**config.mk**
```make
export PLATFORM = sky130hd
export DESIGN_NAME = pslot_queue
export DESIGN_NICKNAME = d
export VERILOG_FILES = /design/src/design/per_layer_slot_allocator_unit_defines.svh /design/src/design/pslot_pkg.sv /design/src/design/pslot_queue.sv
export SDC_FILE = /design/constraint.sdc
export NUM_CORES = 1
export LEC_CHECK = 0
export BUFFER_PORTS_ARGS = -buffer_cell sky130_fd_sc_hd__buf_2
export CORE_MARGIN = 1.5
export CORE_UTILIZATION = 51
export CTS_BUF_LIST = sky130_fd_sc_hd__clkbuf_16
export DETAILED_ROUTE_END_ITERATION = 8
export PLACE_DENSITY = 0.87
export SLEW_MARGIN = 20
export SYNTH_ARGS = -nofsm -noshare
export SYNTH_HDL_FRONTEND = slang
export SYNTH_SLANG_ARGS = --single-unit
```
**constraint.sdc**
```tcl
create_clock -name clk -period 2.46 [get_ports clk]
set_input_delay 0.123 -clock clk [delete_from_list [all_inputs] [get_ports clk]]
set_output_delay 0.123 -clock clk [all_outputs]
set_load 0.02 [all_outputs]
```
**src/design/per_layer_slot_allocator_unit_defines.svh**
```systemverilog
// -----------------------------------------------------------------------------
// per_layer_slot_allocator_unit_defines.svh
// Assertion macros used by the slot allocator top-level RTL.
// -----------------------------------------------------------------------------
`ifndef PER_LAYER_SLOT_ALLOCATOR_UNIT_DEFINES_SVH
`define PER_LAYER_SLOT_ALLOCATOR_UNIT_DEFINES_SVH

`ifndef ASSERT_OFF

// same-cycle implication
`define PSLOT_ASSERT_IMPLIES(label, clk, rst_n, ante, cons) \
    label: assert property (@(posedge clk) disable iff (!rst_n) (ante) |-> (cons)) \
        else $error("slot allocator assertion failed");

// next-cycle implication
`define PSLOT_ASSERT_NEXT(label, clk, rst_n, ante, cons) \
    label: assert property (@(posedge clk) disable iff (!rst_n) (ante) |=> (cons)) \
        else $error("slot allocator assertion failed");

`else

`define PSLOT_ASSERT_IMPLIES(label, clk, rst_n, ante, cons)
`define PSLOT_ASSERT_NEXT(label, clk, rst_n, ante, cons)

`endif

`endif

```
**src/design/pslot_pkg.sv**
```systemverilog
// -----------------------------------------------------------------------------
// pslot_pkg
// Constants, types and codes of the per-layer slot allocator.
// -----------------------------------------------------------------------------
`default_nettype none

package pslot_pkg;

    localparam int LAYERS      = 64;
    localparam int EXPERT_BITS = 8;
    localparam int MAX_SLOTS   = 256;

    localparam int KEY_W      = 16;
    localparam int LAYER_W    = KEY_W - EXPERT_BITS;
    localparam int ROW_W      = $clog2(LAYERS);
    localparam int SLOT_W     = 8;
    localparam int SIDX_W     = $clog2(MAX_SLOTS);
    localparam int CNT_W      = $clog2(MAX_SLOTS + 1);
    localparam int MAP_AW     = ROW_W + EXPERT_BITS;
    localparam int STK_AW     = ROW_W + SIDX_W;
    localparam int QUOTA_W    = 9;
    localparam int CFG_IDX_W  = 3;
    localparam int CFG_DATA_W = 9;
    localparam int QDEPTH     = 2;
    localparam int QPTR_W     = $clog2(QDEPTH);
    localparam int QCNT_W     = $clog2(QDEPTH + 1);

    typedef enum logic [1:0] {
        ACT_LOOKUP  = 2'd0,
        ACT_ALLOC   = 2'd1,
        ACT_RELEASE = 2'd2
    } action_t;

    typedef enum logic [1:0] {
        ST_OK      = 2'd0,
        ST_NO_FREE = 2'd1,
        ST_RANGE   = 2'd2
    } status_t;

    typedef enum logic [CFG_IDX_W-1:0] {
        CFG_BASE_LAYER   = 3'd0,
        CFG_LAYER_QUOTA  = 3'd1,
        CFG_PIN_ENABLE   = 3'd2,
        CFG_PIN_LOW      = 3'd3,
        CFG_PIN_HIGH     = 3'd4,
        CFG_EXPERT_COUNT = 3'd5
    } cfg_idx_t;

    typedef enum logic [2:0] {
        B_CLEAR,
        B_IDLE,
        B_EVAL,
        B_POP,
        B_DONE
    } back_state_t;

    // classified request, front to back
    typedef struct packed {
        action_t                  act;
        logic                     in_range;
        logic [ROW_W-1:0]         row;
        logic [EXPERT_BITS-1:0]   expert;
        logic [QUOTA_W-1:0]       quota;
    } qentry_t;

    typedef struct packed {
        logic full;
        logic empty;
    } qstat_t;

    typedef struct packed {
        logic clearing;
    } bstat_t;

    typedef struct packed {
        logic              valid;
        logic [SLOT_W-1:0] slot;
    } mapent_t;

    typedef struct packed {
        logic [CNT_W-1:0] depth;
        logic [CNT_W-1:0] fresh;
    } rowstate_t;

    typedef struct packed {
        logic [SLOT_W-1:0] slot;
        logic              present;
        status_t           status;
    } result_t;

endpackage

`default_nettype wire

```
**src/design/pslot_queue.sv**
```systemverilog
// -----------------------------------------------------------------------------
// pslot_queue
// Short FIFO of classified requests between front and back.
// -----------------------------------------------------------------------------
`default_nettype none

module pslot_queue
    import pslot_pkg::*;
(
    input  logic    clk,
    input  logic    rst_n,
    input  logic    push,
    input  qentry_t push_data,
    input  logic    pop,
    output qentry_t pop_data,
    output qstat_t  qstat
);

    qentry_t            ent_reg [QDEPTH];
    logic [QPTR_W-1:0]  wr_ptr_reg, wr_ptr_next;
    logic [QPTR_W-1:0]  rd_ptr_reg, rd_ptr_next;
    logic [QCNT_W-1:0]  count_reg, count_next;

    always_comb
    begin
        wr_ptr_next = wr_ptr_reg;
        rd_ptr_next = rd_ptr_reg;
        count_next  = count_reg;
        if (push)
            wr_ptr_next = (wr_ptr_reg == QPTR_W'(QDEPTH - 1)) ? '0 : wr_ptr_reg + 1'b1;
        if (pop)
            rd_ptr_next = (rd_ptr_reg == QPTR_W'(QDEPTH - 1)) ? '0 : rd_ptr_reg + 1'b1;
        if (push && !pop)
            count_next = count_reg + 1'b1;
        else if (pop && !push)
            count_next = count_reg - 1'b1;
    end

    always_ff @(posedge clk or negedge rst_n)
    begin
        if (!rst_n)
        begin
            wr_ptr_reg <= '0;
            rd_ptr_reg <= '0;
            count_reg  <= '0;
        end
        else
        begin
            wr_ptr_reg <= wr_ptr_next;
            rd_ptr_reg <= rd_ptr_next;
            count_reg  <= count_next;
        end
    end

    always_ff @(posedge clk)
    begin
        if (push)
            ent_reg[wr_ptr_reg] <= push_data;
    end

    assign pop_data    = ent_reg[rd_ptr_reg];
    assign qstat.full  = (count_reg == QCNT_W'(QDEPTH));
    assign qstat.empty = (count_reg == '0);

endmodule

`default_nettype wire

```
==> flow_results.org <==
** Run status
- The flow ran to the end, and the final reports show no timing, DRC or antenna violations.

** Clock network
- Worst-skew pair later-pin latency :: 0.29 ns
- Counting along the longest clock path gives a buffer depth of 2.
- Post-CTS Resized :: 0
- Number of H-tree branching levels :: 2
- Post-CTS Setup Repair Bufs :: 0
- Clk root buf :: clkbuf_16
- The tree built by TritonCTS fans out to 56 sinks.
- Number of buffers created by CTS :: 5
- TritonCTS built the clock tree.
- After clock tree synthesis, the clock-pin slew on the worst setup and hold paths is 0.06 ns.

** Yosys
- Synth warn :: 0
- Cell type contributing the most total cell area after synthesis :: edfxtp_1
- Synthesized net count :: 128
- Portion of synthesized cell area occupied by the leading cell type :: 0.722
- Post-Syn Area per Cell :: 22.3 µm²
- Post-Synthesis Cell Area :: 2160 µm²
- Post-Syn Instances :: 97
- Netlist cell types :: 13
- Number of synthesized register bits :: 56
- Of the synthesized area, sequential elements account for 0.768.
- Top cells by area, synth :: edfxtp_1 (72%), mux2_4 (13%), dfrtp_1 (4.6%), mux2_2 (3.6%), buf_12 (1.9%)

** STA
- At the pin with the least slew margin, the transition time is 0.370 ns.
- The count of final hold-check violations was 0.
- Clock skew on the completed layout was measured at 0.00247 ns.
- The tightest hold path in the finished design has a slack of 0.0229 ns.
- Headroom to the max-slew limit came out at 0.753.
- Unrepaired setup endpoints after global routing :: no
- The max-slew violation count is 0.
- Post-layout minimum cycle time :: 1.88 ns
- Achievable Freq :: 0.532 GHz
- Setup violations remaining at the end of the flow were counted as 0.
- Final cycle utilization of the critical path :: 0.764
- After layout, the worst setup slack is 0.580 ns.
- Setup total negative slack :: 0 ns

** Finish
- The number of antenna diodes in the final layout is 0.
- Once layout is complete, the utilization of the core stands at 0.656.
- Nets :: 195
- After filler insertion, the fill cell instance count of the layout stands at 289.
- Share of layout cells above drive strength 1 :: 0.579
- From synthesis to final layout, the design area changed by 22.2%.
- Leaving out fill and tap cells, the most frequent cell in the layout is buf_2.
- In the layout the commonest cells are buf_2 (57), edfxtp_1 (52), mux2_4 (19).
- Final non-filler cell area :: 2640 µm²
- Number of cells in the finished layout apart from fillers :: 214
- The register with the most flip-flops in the layout has 52 of them.

** Detailed routing
- TritonRoute pass-1 iters :: 2
- The routed design has 3250 µm of wire.
- Post-DR wirelength/cell :: 15.2 µm
- DRC :: 0
- For this block, the initial DRC count from the detailed router was 54.
- Detail-routed via count per cell :: 4.86
- Routed vias :: 1039
- Once detail routing completed, the nets flagged for antenna violations numbered 0.

** Setup path
- STA classifies the critical path endpoint as an output port.
- Startpoint Class :: flop
- Required @ worst endpoint :: 2.34 ns
- By startpoint and endpoint, the worst setup path is classified as flop to output port.
- In this run the register-to-register setup slack is 1.25 ns.
- STA puts the critical path data arrival time at 1.76 ns.
- Highest fanout seen on the critical path :: 20

** GRT
- Antenna violations before repair :: 0
- The via count of the first global-routing pass was 1129.
- Maximum number of pins on one net before global-route repair :: 21
- Global routing finished with a remaining overflow of 0.
- Combined global-route utilization of all metal layers :: 0.165
- Global-route wire length before repair :: 5230 µm

** Pwr
- Proportion of power drawn by flip-flops and latches :: 0.443
- Power spread over the standard cell area amounts to 1160 nW/µm².
- IR analysis of the VDD net gives a maximum drop of 0.732 mV.
- Share of power burned in the clock network :: 0.209
- Net switching power :: 0.944 mW
- Summing internal, switching and leakage power gives 3.07 mW.
- Static leakage :: 1.09 nW
- Internal cell power :: 2.12 mW
- Of the total power, the share spent switching nets is 0.308.
- Combinational fraction of design power :: 0.348

** Floorplan
- The floorplan has 23 rows.
- Area of the core :: 4030 µm²
- Full die area :: 4640 µm²
- Effective utilization at floorplan :: 0.537
- 58 I/O pins were placed.
- The floorplan step set the die width to 68.1 µm.
- Vertical die dimension :: 68.1 µm

** Placement
- Instance count after placement with tap cells included :: 206
- Detailed placement ended at an HPWL of 2350 µm.
- During placement, the flow inserted port buffers numbering 57.
- The congestion estimate from routability-driven global placement came to 0.648.
- At the placement stage, the worst setup path has a slack of 0.883 ns.
- Summing all placed instances gives a cell area of 2500 µm².

** Flow run
- Max Cap Viol :: 0

** Hold path
- The worst hold path belongs to the class input pin to flop.
-- power by group through the flow --
| stage | Sequential, mW | Clock [mW] | Combinational (mW) |
|---|---|---|---|
| finish | 1.36 | 0.641 | 1.07 |
| floorplan | 1.34 | 0 | 0.874 |
| global route | 1.38 | 0.694 | 1.15 |
| global placement | 1.36 | 0 | 1.06 |
| CTS | 1.36 | 0.662 | 1.09 |
| detailed placement | 1.38 | 0 | 1.08 |
-- worst max-delay path: stages (launching register included) --
cell and delay (ns):
dfrtp_1 0.52, buf_4 0.41, mux2_2 0.37, buf_2 0.15
-- timing repair --
item,4_1_cts,5_1_grt
setup endpoints to repair,0,0
hold endpoints to repair,4,0
hold buffers,1,0
-- synth_stat cells --
cell	number
mux2_4	19
dfrtp_1	4
and2_1	1
nor2b_1	2
xnor2_1	1
buf_6	1
edfxtp_1	52
nor2_1	2
ha_1	1
mux2_2	7
xor2_1	4
buf_12	2
inv_1	1
-- layout make-up --
class | instances | area (µm²) | share of cell area
flip-flops and latches | 56 | 1660 | 0.628
repair buffers | 63 | 333 | 0.126
inverters | 1 | 3.75 | 0.00142
multi-input cells | 37 | 449 | 0.170
clock inverters | 2 | 8.76 | 0.00331
well taps | 50 | 62.6 | 0.0237
clock buffers | 5 | 125 | 0.0473
-- final timing paths --
check	endpoint	depth (start not counted)	start
max	pop_data[15]	3	rd_ptr_reg
min	ent_reg[0][5]	1	push_data[5]
max reg2reg	rd_ptr_reg	2	rd_ptr_reg
min reg2reg	count_reg[1]	1	count_reg[1]
max in group asynchronous	wr_ptr_reg	2	rst_n
min in group asynchronous	count_reg[1]	2	rst_n
-- metal layers --
metal  track usage  wire length [µm]
met5             0                 0
met4        0.0625                46
met3        0.0641               254
met2         0.278              1640
met1         0.189              1310
-- cell families (layout without fill, tap and decap cells) --
family | after synthesis | count (layout) | synth area share
and+or+nand+nor | 5 | 5 | 0.0121
xor gates and xnor gates | 5 | 5 | 0.0202
muxes | 26 | 26 | 0.168
DFF | 56 | 56 | 0.768
buffers and inverters | 4 | 71 | 0.0254
adders and majority gates | 1 | 1 | 0.00578
No activity file was read; power rests on OpenSTA's default activity.
