===== src/design/per_layer_slot_allocator_unit_defines.svh =====
// -----------------------------------------------------------------------------
// per_layer_slot_allocator_unit_defines.svh
// Assertion macros used by the slot allocator top-level RTL.
// -----------------------------------------------------------------------------
`ifndef PER_LAYER_SLOT_ALLOCATOR_UNIT_DEFINES_SVH
`define PER_LAYER_SLOT_ALLOCATOR_UNIT_DEFINES_SVH

`ifndef ASSERT_OFF

// same-cycle implication
`define PSLOT_ASSERT_IMPLIES(label, clk, rst_n, ante, cons) \
    label: assert property (@(posedge clk) disable iff (!rst_n) (ante) |-> (cons)) \
        else $error("slot allocator assertion failed");

// next-cycle implication
`define PSLOT_ASSERT_NEXT(label, clk, rst_n, ante, cons) \
    label: assert property (@(posedge clk) disable iff (!rst_n) (ante) |=> (cons)) \
        else $error("slot allocator assertion failed");

`else

`define PSLOT_ASSERT_IMPLIES(label, clk, rst_n, ante, cons)
`define PSLOT_ASSERT_NEXT(label, clk, rst_n, ante, cons)

`endif

`endif


===== src/design/pslot_pkg.sv =====
// -----------------------------------------------------------------------------
// pslot_pkg
// Constants, types and codes of the per-layer slot allocator.
// -----------------------------------------------------------------------------
`default_nettype none

package pslot_pkg;

    localparam int LAYERS      = 64;
    localparam int EXPERT_BITS = 8;
    localparam int MAX_SLOTS   = 256;

    localparam int KEY_W      = 16;
    localparam int LAYER_W    = KEY_W - EXPERT_BITS;
    localparam int ROW_W      = $clog2(LAYERS);
    localparam int SLOT_W     = 8;
    localparam int SIDX_W     = $clog2(MAX_SLOTS);
    localparam int CNT_W      = $clog2(MAX_SLOTS + 1);
    localparam int MAP_AW     = ROW_W + EXPERT_BITS;
    localparam int STK_AW     = ROW_W + SIDX_W;
    localparam int QUOTA_W    = 9;
    localparam int CFG_IDX_W  = 3;
    localparam int CFG_DATA_W = 9;
    localparam int QDEPTH     = 2;
    localparam int QPTR_W     = $clog2(QDEPTH);
    localparam int QCNT_W     = $clog2(QDEPTH + 1);

    typedef enum logic [1:0] {
        ACT_LOOKUP  = 2'd0,
        ACT_ALLOC   = 2'd1,
        ACT_RELEASE = 2'd2
    } action_t;

    typedef enum logic [1:0] {
        ST_OK      = 2'd0,
        ST_NO_FREE = 2'd1,
        ST_RANGE   = 2'd2
    } status_t;

    typedef enum logic [CFG_IDX_W-1:0] {
        CFG_BASE_LAYER   = 3'd0,
        CFG_LAYER_QUOTA  = 3'd1,
        CFG_PIN_ENABLE   = 3'd2,
        CFG_PIN_LOW      = 3'd3,
        CFG_PIN_HIGH     = 3'd4,
        CFG_EXPERT_COUNT = 3'd5
    } cfg_idx_t;

    typedef enum logic [2:0] {
        B_CLEAR,
        B_IDLE,
        B_EVAL,
        B_POP,
        B_DONE
    } back_state_t;

    // classified request, front to back
    typedef struct packed {
        action_t                  act;
        logic                     in_range;
        logic [ROW_W-1:0]         row;
        logic [EXPERT_BITS-1:0]   expert;
        logic [QUOTA_W-1:0]       quota;
    } qentry_t;

    typedef struct packed {
        logic full;
        logic empty;
    } qstat_t;

    typedef struct packed {
        logic clearing;
    } bstat_t;

    typedef struct packed {
        logic              valid;
        logic [SLOT_W-1:0] slot;
    } mapent_t;

    typedef struct packed {
        logic [CNT_W-1:0] depth;
        logic [CNT_W-1:0] fresh;
    } rowstate_t;

    typedef struct packed {
        logic [SLOT_W-1:0] slot;
        logic              present;
        status_t           status;
    } result_t;

endpackage

`default_nettype wire


===== src/design/pslot_req_if.sv =====
// -----------------------------------------------------------------------------
// pslot_req_if
// Request channel: action and key.
// -----------------------------------------------------------------------------
`default_nettype none

interface pslot_req_if
    import pslot_pkg::*;
();
    logic             valid;
    logic             ready;
    logic [1:0]       action;
    logic [KEY_W-1:0] key;

    modport source (output valid, output action, output key, input ready);
    modport sink   (input valid, input action, input key, output ready);
endinterface

`default_nettype wire


===== src/design/pslot_cfg_if.sv =====
// -----------------------------------------------------------------------------
// pslot_cfg_if
// Configuration write channel: register index and write data.
// -----------------------------------------------------------------------------
`default_nettype none

interface pslot_cfg_if
    import pslot_pkg::*;
();
    logic                  valid;
    logic                  ready;
    logic [CFG_IDX_W-1:0]  index;
    logic [CFG_DATA_W-1:0] data;

    modport source (output valid, output index, output data, input ready);
    modport sink   (input valid, input index, input data, output ready);
endinterface

`default_nettype wire


===== src/design/pslot_front.sv =====
// -----------------------------------------------------------------------------
// pslot_front
// Config registers; accepts requests, resolves row, range and quota.
// -----------------------------------------------------------------------------
`default_nettype none

module pslot_front
    import pslot_pkg::*;
(
    input  logic       clk,
    input  logic       rst_n,
    pslot_req_if.sink  req,
    pslot_cfg_if.sink  cfg,
    input  bstat_t     bstat,
    input  qstat_t     qstat,
    output logic       push,
    output qentry_t    push_data
);

    logic [LAYER_W-1:0] base_layer_reg;
    logic [QUOTA_W-1:0] layer_quota_reg;
    logic               pin_enable_reg;
    logic [LAYER_W-1:0] pin_low_reg;
    logic [LAYER_W-1:0] pin_high_reg;
    logic [QUOTA_W-1:0] expert_count_reg;

    logic [LAYER_W-1:0] layer;
    logic [LAYER_W-1:0] diff;
    logic               pinned;
    logic [QUOTA_W-1:0] quota_raw;

    assign cfg.ready = 1'b1;

    always_ff @(posedge clk or negedge rst_n)
    begin
        if (!rst_n)
        begin
            base_layer_reg   <= '0;
            layer_quota_reg  <= QUOTA_W'(256);
            pin_enable_reg   <= 1'b0;
            pin_low_reg      <= '0;
            pin_high_reg     <= '0;
            expert_count_reg <= QUOTA_W'(256);
        end
        else if (cfg.valid && cfg.ready)
        begin
            unique case (cfg_idx_t'(cfg.index))
                CFG_BASE_LAYER:   base_layer_reg   <= cfg.data[LAYER_W-1:0];
                CFG_LAYER_QUOTA:  layer_quota_reg  <= cfg.data[QUOTA_W-1:0];
                CFG_PIN_ENABLE:   pin_enable_reg   <= cfg.data[0];
                CFG_PIN_LOW:      pin_low_reg      <= cfg.data[LAYER_W-1:0];
                CFG_PIN_HIGH:     pin_high_reg     <= cfg.data[LAYER_W-1:0];
                CFG_EXPERT_COUNT: expert_count_reg <= cfg.data[QUOTA_W-1:0];
                default:          ;  // unknown index ignored
            endcase
        end
    end

    always_comb
    begin
        layer  = req.key[KEY_W-1:EXPERT_BITS];
        diff   = layer - base_layer_reg;
        pinned = (layer >= pin_low_reg) && (layer <= pin_high_reg);
        if (pin_enable_reg)
            quota_raw = pinned ? expert_count_reg : '0;
        else
            quota_raw = layer_quota_reg;

        push_data.act      = action_t'(req.action);
        push_data.in_range = (layer >= base_layer_reg)
                          && ({1'b0, diff} < (LAYER_W + 1)'(LAYERS));
        push_data.row      = diff[ROW_W-1:0];
        push_data.expert   = req.key[EXPERT_BITS-1:0];
        push_data.quota    = (quota_raw > QUOTA_W'(MAX_SLOTS)) ? QUOTA_W'(MAX_SLOTS)
                                                               : quota_raw;
    end

    assign req.ready = !qstat.full && !bstat.clearing;
    assign push      = req.valid && req.ready;

endmodule

`default_nettype wire


===== src/flat_wrapper.sv =====
// flat-port wrapper written by rule: the top's interface ports become plain ports
module pslot_front_flat import pslot_pkg::*;
  (clk, rst_n, bstat, qstat, push, push_data, req_valid, req_action, req_key, req_ready, cfg_valid, cfg_index, cfg_data, cfg_ready);
  pslot_req_if req_i ();
  pslot_cfg_if cfg_i ();
  input  logic clk;
  input  logic rst_n;
  input  bstat_t bstat;
  input  qstat_t qstat;
  output logic push;
  output qentry_t push_data;
  input wire logic [$bits(req_i.valid)-1:0] req_valid;
  input wire logic [$bits(req_i.action)-1:0] req_action;
  input wire logic [$bits(req_i.key)-1:0] req_key;
  output wire logic [$bits(req_i.ready)-1:0] req_ready;
  input wire logic [$bits(cfg_i.valid)-1:0] cfg_valid;
  input wire logic [$bits(cfg_i.index)-1:0] cfg_index;
  input wire logic [$bits(cfg_i.data)-1:0] cfg_data;
  output wire logic [$bits(cfg_i.ready)-1:0] cfg_ready;
  assign req_i.valid = req_valid;
  assign req_i.action = req_action;
  assign req_i.key = req_key;
  assign req_ready = req_i.ready;
  assign cfg_i.valid = cfg_valid;
  assign cfg_i.index = cfg_index;
  assign cfg_i.data = cfg_data;
  assign cfg_ready = cfg_i.ready;
  pslot_front u_core (.clk(clk), .rst_n(rst_n), .req(req_i), .cfg(cfg_i), .bstat(bstat), .qstat(qstat), .push(push), .push_data(push_data));
endmodule

===== config.mk =====
export PLATFORM = sky130hd
export DESIGN_NAME = pslot_front_flat
export DESIGN_NICKNAME = d
export VERILOG_FILES = /design/src/design/per_layer_slot_allocator_unit_defines.svh /design/src/design/pslot_pkg.sv /design/src/design/pslot_req_if.sv /design/src/design/pslot_cfg_if.sv /design/src/design/pslot_front.sv /design/src/flat_wrapper.sv
export SDC_FILE = /design/constraint.sdc
export NUM_CORES = 1
export LEC_CHECK = 0
export BUFFER_PORTS_ARGS = -buffer_cell sky130_fd_sc_hd__buf_2
export CAP_MARGIN = 20
export CORE_MARGIN = 2
export CORE_UTILIZATION = 45
export DETAILED_ROUTE_END_ITERATION = 7
export HOLD_SLACK_MARGIN = 0.05
export PLACE_DENSITY = 0.72
export SYNTH_ARGS = -nofsm -noshare
export SYNTH_HDL_FRONTEND = slang
export SYNTH_SLANG_ARGS = --single-unit
export TNS_END_PERCENT = 5

===== constraint.sdc =====
create_clock -name clk -period 1.9 [get_ports clk]
set_input_delay 0.285 -clock clk [delete_from_list [all_inputs] [get_ports clk]]
set_output_delay 0.285 -clock clk [all_outputs]
set_load 0.01 [all_outputs]

==> results_dict.tcl, run 1 <==
set metrics [dict create \
    layout.nets 389 \
    ant_nets 0 \
    die_area_sq_um 6660 \
    ir_drop_uv 395 \
    critPathArrivalTime_ns 2.21 \
    cts.sinks 43 \
    clock_path_buffers 2 \
    grt_max_degree 44 \
    seq_area_frac_synth_pct 39.8 \
    routedWlPerCell_um 13.6 \
    crit_path_end_kind "output port" \
    r2r_end "u_core.base_layer_reg[0]" \
    cp_top_family "compound AO/OA/AOI/OAI gates" \
    synthFlopType "dfrtp_1" \
    dr_total_vias 2077 \
    dpl.hpwl_um 4380 \
    total_power_mw 3.11 \
    path_depth 7 \
    status "finished with violations" \
    p_leak_nw 1.57 \
    clk_pin_slew_ns 0.08 \
    layout_worst_path_cycle_share_pct 131 \
    r2r_cells 2 \
    fillers 529 \
    synth_xor_xnor_area_share_pct 0.323 \
    vias_per_cell 5.15 \
    synth-edff-count 0 \
    final_layout_size_suffix_gt1_share_pct 37.8 \
    cp-start-kind "flop" \
    setup-tns-final_ns -6.23 \
    endpoint "push_data[5]" \
    syn_area_per_cell_sq_um 10.2 \
    grt_pass1_vias 1998 \
    period_minus_slack_ns 2.49 \
    crit_chain "ha_1, nand2b_4, a2111oi_4, o31ai_4, and3_4, a221oi_4, buf_2" \
    r2r-start "u_core.base_layer_reg[0]" \
    crit_buf_inv 1 \
    die_h_um 81.6 \
    synthSimpleGateAreaFrac_pct 14.8 \
    required_ns 1.62 \
    finalSetupViolCount 14 \
    rows 28 \
    cp_slowest_stage_delay_ns 0.39 \
    rsz0062_at_grt "yes" \
    hold_violations 0 \
    fin_ws_ns -0.591 \
    fp.dieW_um 81.6 \
    hold_class "input port to async pin" \
    pin_count 66 \
    ys_async_sr_fraction_pct 100 \
    power.density_nw_per_um2 942 \
    maxCapViolCount 0 \
    max_slew.worst_pin.slew_ns 0.910 \
    grt_pass1_wl_um 9100 \
    clk_latency_ns 0.29 \
    synth_fa_ha_area_share_pct 11.8 \
    drt-initial-drc-count 101 \
    route.detailed.drc 0 \
    track_usage_pct 17.7 \
    start_util_pct 46.1 \
    max_freq_mhz 401 \
    ys_types 47 \
    syn_inst 266 \
    drv_slew 0 \
    synth_top_family_by_area "simple AND/OR/NAND/NOR gates" \
    synth_compound_area_share_pct 13.1 \
    placed_area_sq_um 3200 \
    overflow 0 \
    place_inst 395 \
    yosysWarnings 0 \
    antenna_found_initial 0 \
    path_max_fanout 4 \
    crit_slowest_cell "dfrtp_1" \
    fin_skew_ns 0 \
    io_buffers 43 \
    synthMuxAreaShare_pct 12.4 \
    crit_start "u_core.pin_low_reg[0]" \
    syn_to_final_growth_pct 21.6 \
    cts-htree-levels 2 \
    rrSetupSlack_ns 1.02 \
    cts-root-buf "clkbuf_8" \
    relSlewSlack_pct 39.3 \
    synth_nets 328 \
    holdBufCountCts 0 \
    place.gp.congestion 0.850 \
    cts_tree "yes" \
    antennaDiodeCount 0 \
    firstDrtPassIters 4 \
    ys_ff_latch 43 \
    stdcell_count 403 \
    violations "negative setup slack" \
    cts_buffers 5 \
    routed_wl_um 5470 \
    synth_area_sq_um 2710 \
    fin_area_sq_um 3300 \
    core_sq_um 5890 \
    crit_type "flop to output port" \
]
## area by class of cell
| class | count | area (sq um) | share of cell area, % |
|---|---|---|---|
| multi-input combinational | 181 | 1530 | 46.3 |
| sequential | 43 | 1080 | 32.7 |
| timing repair buffer | 69 | 417 | 12.6 |
| inverter | 27 | 101 | 3.07 |
| tap | 75 | 93.8 | 2.85 |
| clock buffer | 8 | 80.1 | 2.43 |
## Yosys cell counts, types with 2 or more instances
master    instances  share of area (%)
clkbuf_1          2               0.28
nor4_1            4               0.92
mux2_2           29                 12
or2b_1            5                1.4
o21a_1            2               0.55
nor2b_1           3               0.69
a221oi_1          4                1.3
nand2_1          31                4.3
a21o_1            3               0.83
a21oi_1           7                1.3
dfstp_2           2                1.9
nand4_1           4               0.92
nand4b_1          6                1.9
buf_4            11                3.0
dfrtp_1          41                 38
inv_1            27                3.7
o21ai_0          25                4.6
ha_1             24                 11
nor2_1            8                1.1
## cells by family (layout without fill, tap and decap cells)
family          after synthesis  count (layout)
mux                          30              30
other cells                   1               1
flops                        43              43
buf+inv                      42             104
compound gates               53              53
fa+ha+maj                    25              25
simple gates                 71              71
xor+xnor                      1               1
## placed cells by master, fill, tap and decap left out, types with 3 or more instances in the layout
cell type   n
a21oi_1     6
a21o_1      3
a221oi_4    4
nand2_1    31
nand4b_1    6
inv_1      26
nor4_1      4
ha_1       23
nor2_1      8
dfrtp_1    41
mux2_2     29
or2b_1      5
buf_2      42
o21ai_1     6
o21ai_0    20
clkbuf_1    3
nand4_1     4
buf_4      26
clkbuf_8    5
## where the power goes
| part | internal (mW) | switching, mW |
|---|---|---|
| clock | 0.261 | 0.294 |
| sequential | 1.12 | 0.118 |
| combinational | 0.664 | 0.648 |
| total | 2.04 | 1.06 |
## timing repair
item	4_1_cts	5_1_grt
pin swaps	5	2
setup endpoints to repair	14	15
resized for setup	4	2
setup buffers	0	0
## per-stage QoR
step / util, % / hold WS [ns] / setup slack [ns]
final: 56.0 / 0.0546 / -0.591
after global routing: 56.0 / 0.105 / -0.686
after CTS: 55.9 / 0.0721 / -0.600
after detailed placement: 54.4 / 0.387 / -0.375
after global placement: 54.4 / 0.389 / -0.355
after floorplan: - / -0.0106 / -0.110
## metal layers
metal	vias up	share of wire, %	GRT usage (%)
met5	-	0	0
met4	0	1.5	5.33
met2	32	49	29.8
met1	987	46	22.8
met3	8	3.7	3.85
li1	1050	-	-
## worst min path at each step
stage	endpoint	slack, ns	cells after the start
floorplan	u_core.base_layer_reg[0]	-0.01	0
global placement	u_core.layer_quota_reg[4]	0.39	2
detailed placement	u_core.layer_quota_reg[4]	0.39	2
CTS	u_core.pin_low_reg[5]	0.07	2
global route	u_core.layer_quota_reg[4]	0.11	2
finish	u_core.layer_quota_reg[4]	0.05	2
Note: power is estimated with default switching activity, not from simulation.
==> inputs of run 2 (changes only) <==
CORE_MARGIN = 4   (was 2)
SETUP_SLACK_MARGIN = 0.15   (was default)
==> run 2 against run 1 <==
Effect of this change: the run still ends with negative setup slack left; worst hold slack improved by 0.18 ns; wire length is 8.8% higher; final cell count did not move; non-clock buffer count is the same; global-route usage is 0.086 points lower; cell area rose by 1.7%; clock skew stayed put; critical path type unchanged; sequential cell count did not move; fmax is 1.3% lower; worst setup slack lost 0.032 ns; via count up 3.1%; critical path depth unchanged.
==> results_dict.tcl, run 2 (synthesized netlist as in run 1, its figures left out) <==
set metrics [dict create \
    dpl.hpwl_um 4650 \
    core_sq_um 5890 \
    route.met3.wl_um 249 \
    antenna_found_initial 0 \
    post-cts-setup-buffers 0 \
    route.detailed.drc 0 \
    max_freq_mhz 396 \
    cts_buffers 5 \
    cts_tree "yes" \
    vias_per_cell 5.32 \
    layout.nets 389 \
    syn_to_final_growth_pct 23.7 \
    cts.sinks 43 \
    routed_wl_um 5950 \
    layout_common_cells "42 x buf_2, 41 x dfrtp_1, 31 x nand2_1" \
    place_inst 394 \
    firstDrtPassIters 4 \
    drt-initial-drc-count 88 \
    ir_drop_uv 456 \
    whs_ns 0.232 \
    grt_pass1_wl_um 10300 \
    die_h_um 85.6 \
    fin_ws_ns -0.622 \
    final_layout_size_suffix_gt1_share_pct 39.0 \
    period_minus_slack_ns 2.52 \
    status "finished with violations" \
    final_util_pct 57.0 \
    r2r_end "u_core.pin_enable_reg" \
    dr_total_vias 2142 \
    cts-root-buf "clkbuf_8" \
    ant_nets 0 \
    start_util_pct 46.1 \
    hold_class "input port to flop" \
    finalSetupViolCount 14 \
    max_slew.worst_pin.slew_ns 0.901 \
    routedWlPerCell_um 14.8 \
    rrSetupSlack_ns 0.97 \
    endpoint "push_data[5]" \
    antennaDiodeCount 0 \
    r2r_cells 2 \
    fin_skew_ns 0 \
    placed_area_sq_um 3200 \
    wl_met1_um 2510 \
    required_ns 1.62 \
    cp-start-kind "flop" \
    path_max_fanout 4 \
    rows 28 \
    hold_violations 0 \
    p_leak_nw 1.59 \
    place.gp.congestion 0.765 \
    overflow 0 \
    stdcell_count 403 \
    io_buffers 43 \
    rsz0062_at_grt "yes" \
    grt_max_degree 44 \
    crit_type "flop to output port" \
    clock_path_buffers 2 \
    final_common_cell "buf_2" \
    pin_count 66 \
    layout_worst_path_cycle_share_pct 133 \
    drv_slew 0 \
    clk_latency_ns 0.29 \
    wl_met2_um 3040 \
    power.density_nw_per_um2 983 \
    crit_start "u_core.pin_low_reg[0]" \
    violations "negative setup slack" \
    die_area_sq_um 7330 \
    r2r-start "u_core.pin_enable_reg" \
    fp.dieW_um 85.6 \
    highest_layer "met4" \
    clk_pin_slew_ns 0.08 \
    crit_path_end_kind "output port" \
    cts-htree-levels 2 \
    critPathArrivalTime_ns 2.24 \
    grt_pass1_vias 2243 \
    fin_area_sq_um 3350 \
    relSlewSlack_pct 40.0 \
    maxCapViolCount 0 \
    track_usage_pct 17.6 \
]
## run 2: worst max-delay path, stage by stage, from the launching register on
cell	delay, ns
dfrtp_1	0.38
ha_1	0.27
nand2b_4	0.15
a2111oi_4	0.35
o31ai_4	0.12
and3_4	0.24
a221oi_4	0.25
buf_2	0.17
## run 2: what timing repair did
action	CTS	global route
pin swaps	6	8
setup endpoints to repair	15	15
gates resized for setup	5	5
endpoints found under the hold margin	41	0
hold buffers	1	0
## run 2: final cells by class
cell class              instances  area [sq um]
multi-input cells             181          1540
well taps                      75          93.8
flip-flops and latches         43          1080
inverters                      27           101
repair buffers                 69           432
clock buffers                   5          68.8
fillers                       496          2530
clock inverters                 3          43.8
## run 2: through the flow
stage / setup slack (ns) / power (mW) / setup TNS [ns]
floorplan: -0.110 / 2.12 / -0.886
global placement: -0.349 / 2.50 / -3.07
detailed placement: -0.390 / 2.56 / -3.43
CTS: -0.618 / 3.30 / -6.48
global route: -0.760 / 3.56 / -8.24
finish: -0.622 / 3.30 / -6.35
## run 2: power breakdown
group / internal (mW) / switching, mW / leakage (nW)
Combinational: 0.676 / 0.672 / 1.02
Clock: 0.391 / 0.320 / 0.0581
Sequential: 1.12 / 0.120 / 0.516
Total: 2.19 / 1.11 / 1.59
## run 2: metal layers
metal | up-vias | track usage [%]
met2 | 44 | 29.1
met5 | - | 0
met1 | 1027 | 21.8
met4 | 0 | 8.92
met3 | 13 | 3.46
li1 | 1058 | -
## run 2: how the worst min path moves through the flow
stage                     slack, ns  cells past startpoint   startpoint                         end
after CTS                      0.22                      2  cfg_data[8]  u_core.expert_count_reg[8]
after global placement         0.28                      2        rst_n   u_core.layer_quota_reg[4]
after global routing           0.22                      2  cfg_data[8]  u_core.expert_count_reg[8]
after detailed placement       0.28                      2        rst_n   u_core.layer_quota_reg[4]
after floorplan               -0.01                      0        rst_n    u_core.base_layer_reg[0]
final                          0.23                      2  cfg_data[8]   u_core.layer_quota_reg[8]
==> inputs of run 3 (changes only) <==
CORE_UTILIZATION = 35   (was 45)
PLACE_DENSITY = default   (was 0.72)
==> run 3 against run 2 <==
Effect of this change: the flow still finishes with violations (negative setup slack); cell area grew 2.9%; final cell count grew 7.2%; wire length shrank 0.34%; count of clock-buffer cells in the layout grew 1; sequential share of layout area shrank 0.90 points; via count shrank 1.2%; sequential cell count is the same; global-route usage shrank 3.6 points; power grew 1.6%; non-clock buffer count grew 5; clock power grew 4.8%; utilization shrank 10 points; highest routed layer unchanged.
==> results_dict.tcl, run 3 (synthesized netlist as in run 1, its figures left out) <==
set metrics [dict create \
    r2r_end "u_core.pin_enable_reg" \
    grt_pass1_wl_um 10100 \
    finalSetupViolCount 14 \
    drt-initial-drc-count 67 \
    fp.dieW_um 96.0 \
    ir_drop_uv 318 \
    path_max_fanout 4 \
    core_sq_um 7410 \
    clk_pin_slew_ns 0.08 \
    final_common_cell "buf_2" \
    grt_max_degree 24 \
    drv_slew 0 \
    period_minus_slack_ns 2.54 \
    status "finished with violations" \
    layout.nets 394 \
    overflow 0 \
    p_comb_share_pct 40.9 \
    io_buffers 43 \
    clkPwrFrac_pct 22.2 \
    p_switching_mw 1.11 \
    place.gp.congestion 0.785 \
    pwr-share-seq_pct 36.9 \
    vias_per_cell 4.90 \
    whs_path_depth 2 \
    p_leak_nw 1.63 \
    pin_count 66 \
    relSlewSlack_pct 36.1 \
    fillers 707 \
    start_util_pct 36.6 \
    grt.met1_usage_pct 18.5 \
    p_sw_share_pct 33.1 \
    r2r-start "u_core.pin_enable_reg" \
    hold_violations 0 \
    final_layout_size_suffix_gt1_share_pct 40.5 \
    cts_tree "yes" \
    maxCapViolCount 0 \
    fin_area_sq_um 3450 \
    clk_latency_ns 0.29 \
    power.density_nw_per_um2 971 \
    hold_end "u_core.expert_count_reg[8]" \
    final_util_pct 46.6 \
    hold_class "input port to flop" \
    cp-start-kind "flop" \
    die_h_um 96.0 \
    power.internal_mw 2.24 \
    track_usage_pct 13.9 \
    layout_common_cells "42 x buf_2, 41 x dfrtp_1, 31 x nand2_1" \
    rrSetupSlack_ns 0.98 \
    met2_usage_pct 22.9 \
    dpl.hpwl_um 4820 \
    antennaDiodeCount 0 \
    placed_area_sq_um 3270 \
    critPathArrivalTime_ns 2.25 \
    crit_path_end_kind "output port" \
    rows 31 \
    max_freq_mhz 394 \
    cts.sinks 43 \
    firstDrtPassIters 4 \
    r2r_cells 2 \
    clock_path_buffers 2 \
    route.detailed.drc 0 \
    max_slew.worst_pin.slew_ns 0.958 \
    rsz0062_at_grt "yes" \
    ant_nets 0 \
    cts-htree-levels 2 \
    routed_wl_um 5930 \
    fin_skew_ns 0 \
    grt_pass1_vias 2156 \
    fin_ws_ns -0.638 \
    syn_to_final_growth_pct 27.3 \
    cts-root-buf "clkbuf_8" \
    grt-busiest-layer "met2" \
    cts_buffers 5 \
    hp-start "cfg_data[8]" \
    dr_total_vias 2117 \
    antenna_found_initial 0 \
    layout_worst_path_cycle_share_pct 134 \
    crit_type "flop to output port" \
    grt_use_met3_pct 2.81 \
    whs_ns 0.239 \
    die_area_sq_um 9220 \
    routedWlPerCell_um 13.7 \
    required_ns 1.62 \
    violations "negative setup slack" \
]
## run 3: metrics by stage
step | power, mW | setup TNS (ns) | worst slack [ns] | std cells
finish | 3.35 | -6.46 | -0.638 | 432
CTS | 3.36 | -6.73 | -0.640 | 432
global route | 3.60 | -8.20 | -0.733 | 432
detailed placement | 2.59 | -3.72 | -0.391 | 423
global placement | 2.54 | -3.41 | -0.353 | 423
floorplan | 2.12 | -0.886 | -0.110 | 266
## run 3: layout make-up
cell class,count,area [sq um],area share (%)
repair buffers,74,473,13.7
clock inverters,2,35.0,1.02
multi-input cells,181,1560,45.1
clock buffers,6,82.6,2.39
well taps,99,124,3.59
flip-flops and latches,43,1080,31.3
inverters,27,101,2.94
## run 3: per-layer routing
layer  vias to the layer above  wire length, um  part of all wire [%]
met2                        31             2850                    48
met3                        11              264                   4.5
met4                         0               82                   1.4
met1                      1015             2730                    46
li1                       1060                -                     -
met5                         -                0                     0
## run 3: power groups by stage
stage          registers, mW  logic [mW]  clock network (mW)
6_report                1.24        1.37               0.745
5_1_grt                 1.26        1.54               0.794
2_1_floorplan           1.21       0.908                   0
4_1_cts                 1.24        1.36               0.764
3_5_place_dp            1.25        1.34                   0
3_3_place_gp            1.25        1.29                   0
## run 3: what timing repair did
item                                    in CTS  in global routing
hold endpoints to repair                    22                  0
cloned                                       0                  0
endpoints found under the setup margin      15                 15
hold buffers                                 1                  0
resized for setup                            5                  6
buffers inserted                             0                  0
pin swaps                                    6                  8
## run 3: critical path, stage by stage (launching register included)
cell and delay (ns):
dfrtp_1 0.38, ha_1 0.27, nand2b_4 0.15, a2111oi_4 0.34
o31ai_4 0.13, and3_4 0.24, a221oi_4 0.27, buf_2 0.17
## run 3: worst max-delay path by stage
| stage | from | end | slack, ns |
|---|---|---|---|
| 2_1_floorplan | u_core.pin_low_reg[0] | push_data[0] | -0.11 |
| 3_3_place_gp | req_key[8] | push_data[4] | -0.35 |
| 3_5_place_dp | req_key[15] | push_data[6] | -0.39 |
| 4_1_cts | u_core.pin_low_reg[0] | push_data[6] | -0.64 |
| 5_1_grt | u_core.pin_low_reg[0] | push_data[4] | -0.73 |
| 6_report | u_core.pin_low_reg[0] | push_data[6] | -0.64 |
